<file path="src/rtl/twm_ram.sv">
`timescale 1ns / 1ps
`default_nettype none
// ----------------------------------------------------------------------------
// twm_ram
// generic single-write, single-read ram with registered read data
// ----------------------------------------------------------------------------
module twm_ram #(
   parameter int WIDTH = 8,
   parameter int DEPTH = 16,
   localparam int AW   = (DEPTH > 1) ? $clog2(DEPTH) : 1
) (
   input  wire logic             clock,
   input  wire logic             we,
   input  wire logic [AW-1:0]    waddr,
   input  wire logic [WIDTH-1:0] wdata,
   input  wire logic             re,
   input  wire logic [AW-1:0]    raddr,
   output logic      [WIDTH-1:0] rdata
);

   logic [WIDTH-1:0] mem [DEPTH];
   logic [WIDTH-1:0] rdata_ff;

   always_ff @(posedge clock) begin
      if (we) begin
         mem[waddr] <= wdata;
      end
      if (re) begin
         rdata_ff <= mem[raddr];
      end
   end

   assign rdata = rdata_ff;

endmodule
`default_nettype wire

</file>
<file path="config.mk">
export PLATFORM = sky130hd
export DESIGN_NAME = twm_ram
export DESIGN_NICKNAME = d
export VERILOG_FILES = /design/src/rtl/twm_ram.sv
export SDC_FILE = /design/constraint.sdc
export NUM_CORES = 1
export LEC_CHECK = 0
export BUFFER_PORTS_ARGS = -buffer_cell sky130_fd_sc_hd__buf_2
export CORE_MARGIN = 4
export CORE_UTILIZATION = 50
export DETAILED_ROUTE_END_ITERATION = 7
export PLACE_DENSITY = 0.7
export SYNTH_ARGS = -nofsm -noshare
export SYNTH_HDL_FRONTEND = slang
export SYNTH_SLANG_ARGS = --single-unit
</file>
<file path="constraint.sdc">
create_clock -name clock -period 1.45 [get_ports clock]
set_input_delay 0.0725 -clock clock [delete_from_list [all_inputs] [get_ports clock]]
set_output_delay 0.0725 -clock clock [all_outputs]
set_load 0.02 [all_outputs]
</file>
==> summary.md <==
| Metric | Value |
|---|---|
| Max clock buf depth | 2 |
| Commonest non-fill, non-tap cell in the layout | edfxtp_1 |
| Final Hold Fails | 0 |
| Area of the multi-input gates | 1070 um^2 |
| Hold WS | 0.130 ns |
| Area of all placed cells without fillers | 6330 um^2 |
| Commonest non-fill, non-tap cells in the layout | edfxtp_1, buf_2, buf_4 |
| Worst Setup End Kind | register |
| Worst slew margin | 45.3% |
| Net count, final | 318 |
| DR vias/cell | 5.48 |
| DR WL/cell | 22.4 um |
| RSZ-0062 raised after global routing | true |
| Initial antenna violation count | 0 |
| Reg clk slew, reported paths | 0.06 ns |
| Failing checks | setup timing |
| DRC | 0 |
| Largest net degree at the start of global routing | 20 |
| Yosys Warn Count | 0 |
| PortBufs | 26 |
| Initial Util | 51.1% |
| Post-synthesis sequential area ratio | 78.1% |
| Count of cell types in the netlist | 18 |
| Post-Syn Area | 5230 um^2 |
| Critical path startpoint category | register |
| Synth Register Bits | 136 |
| Critical path class | register to register |
| Num ports | 27 |
| Achievable frequency | 667 MHz |
| Root Driver | clkbuf_8 |
| Status | finished, violations left |
| Register Area | 4080 um^2 |
| Yosys top cell area share | 78.1% |
| ANT cells | 0 |
| Area Growth Syn to Fin | 21.1% |
| Placer congestion estimate | 0.736 |
| Syn_nets | 248 |
| Router iterations before antenna repair | 4 |
| Worst hold path class | input pin to register |
| Final setup viols | 3 |
| Clock latency on the worst-skew pair | 0.52 ns |
| GRT Resource Usage Total | 19.0% |
| TritonCTS buffer count | 17 |
| Pre-CTS setup slack | -0.233 ns |
| Iteration-0 DRC Markers | 148 |
| Final min period | 1.50 ns |
| Worst vdd ir | 0.577 mV |
| CTS sink count | 136 |
| MaxCap Viol Count | 0 |
| Power Dens Cells | 1390 nW/um^2 |
| First-pass GRT wire length | 15.7 mm |
| Via count | 2456 |
| Placement Cell Area | 5690 um^2 |
| HPWL after DPL | 6.44 mm |
| Post-Route WL | 10.0 mm |
| Die height | 110 um |
| Final worst-path cycle share | 103% |
| Post-Synthesis Cells | 229 |
| Antenna viol nets, final | 0 |
| Min setup slack post-route | -0.0504 ns |
| Slew Viols, Final | 0 |
| Skew final | 0.00877 ns |
| Grt ovf | 0 |
| Worst EP arrival | 1.76 ns |
| Die ar. | 12200 um^2 |
| Cell taking the most area after synthesis | edfxtp_1 |
| Ratio of cells with drive above 1 in the final layout | 32.4% |
| CP required | 1.71 ns |
| Synth top area cells | edfxtp_1, mux4_2, mux4_1 |
| Crit Path Max Fanout | 1 |
| TritonCTS clock tree | built |
| Row Count | 37 |
| Slew @ Worst Pin | 0.817 ns |
| Lkg Pwr | 2.16 nW |
| H-tree depth | 4 |
| Filler instances | 712 |
| Core footprint | 10200 um^2 |
| Vias in the first global route | 2674 |
| Synth Area per Inst | 22.8 um^2 |
| Die W | 110 um |
| Setup TNS | -0.0822 ns |
power breakdown:
group	internal, mW	total [mW]	switching, mW
sequential	4.43	4.46	0.0251
clock	2.41	3.85	1.44
combinational	0.212	0.472	0.259
final cells by class:
cell class              instances  area share, %
clock buffers                  21           6.78
clock inverters                11           1.68
well taps                     136           2.69
flip-flops and latches        136           64.5
multi-input cells              83           17.0
repair buffers                 61           7.35
registers in the layout (all words and copies together), names as in the netlist:
register / flops
mem: 128
rdata: 8
layer usage:
| layer | GRT usage [%] | part of all wire, % | wire length (um) |
|---|---|---|---|
| met2 | 31.3 | 52 | 5260 |
| met1 | 24.4 | 39 | 3970 |
| met5 | 0 | 0 | 0 |
| met4 | 7.74 | 1.4 | 140 |
| met3 | 4.89 | 6.8 | 681 |
worst paths after layout:
path         startpoint        end  slack [ns]  cells past startpoint
max           mem[3][5]   rdata[5]       -0.05                      3
min            waddr[1]  mem[0][3]        0.13                      3
max reg2reg   mem[3][5]   rdata[5]       -0.05                      3
min reg2reg  mem[12][0]   rdata[0]        0.75                      3
repair_timing:
item | in CTS | in global routing
setup buffers | 0 | 0
hold endpoints to repair | 136 | 0
hold buffers | 9 | 0
resized for setup | 3 | 1
setup endpoints to repair | 5 | 8
pin swaps | 2 | 2
cells by family (layout without fill, tap and decap cells):
| kind of cell | count (synthesis) | in the layout | share of synthesized area, % |
|---|---|---|---|
| buffers and inverters | 10 | 93 | 1.65 |
| muxes | 32 | 32 | 14.8 |
| AOI/OAI and AO/OA | 16 | 16 | 2.30 |
| and+or+nand+nor | 35 | 35 | 3.14 |
| DFF | 136 | 136 | 78.1 |
cell usage after synthesis:
| cell | instances |
|---|---|
| edfxtp_1 | 136 |
| mux4_2 | 18 |
| a22oi_1 | 16 |
| mux4_1 | 14 |
| nor2_1 | 13 |
| nand2_1 | 9 |
| nor3_1 | 4 |
| buf_2 | 3 |
| buf_6 | 3 |
| clkdlybuf4s25_2 | 3 |
| nand2b_1 | 2 |
| nand3b_1 | 2 |
| and2_1 | 1 |
| and2b_1 | 1 |
| buf_4 | 1 |
| nand3_1 | 1 |
| nor2b_1 | 1 |
| or3b_2 | 1 |
critical path: stages, from the launching register on:
cell      delay, ns
edfxtp_1       0.41
mux4_2         0.51
a22oi_2        0.22
nand2_1        0.11
stage by stage:
| step | std cells | total power, mW | utilization [%] |
|---|---|---|---|
| floorplan | 229 | 4.78 | - |
| global placement | 407 | 4.97 | 55.6 |
| detailed placement | 407 | 4.99 | 55.6 |
| CTS | 448 | 8.85 | 61.8 |
| global route | 448 | 9.10 | 61.9 |
| finish | 448 | 8.78 | 61.9 |
Power figures use the tool's default switching activity.
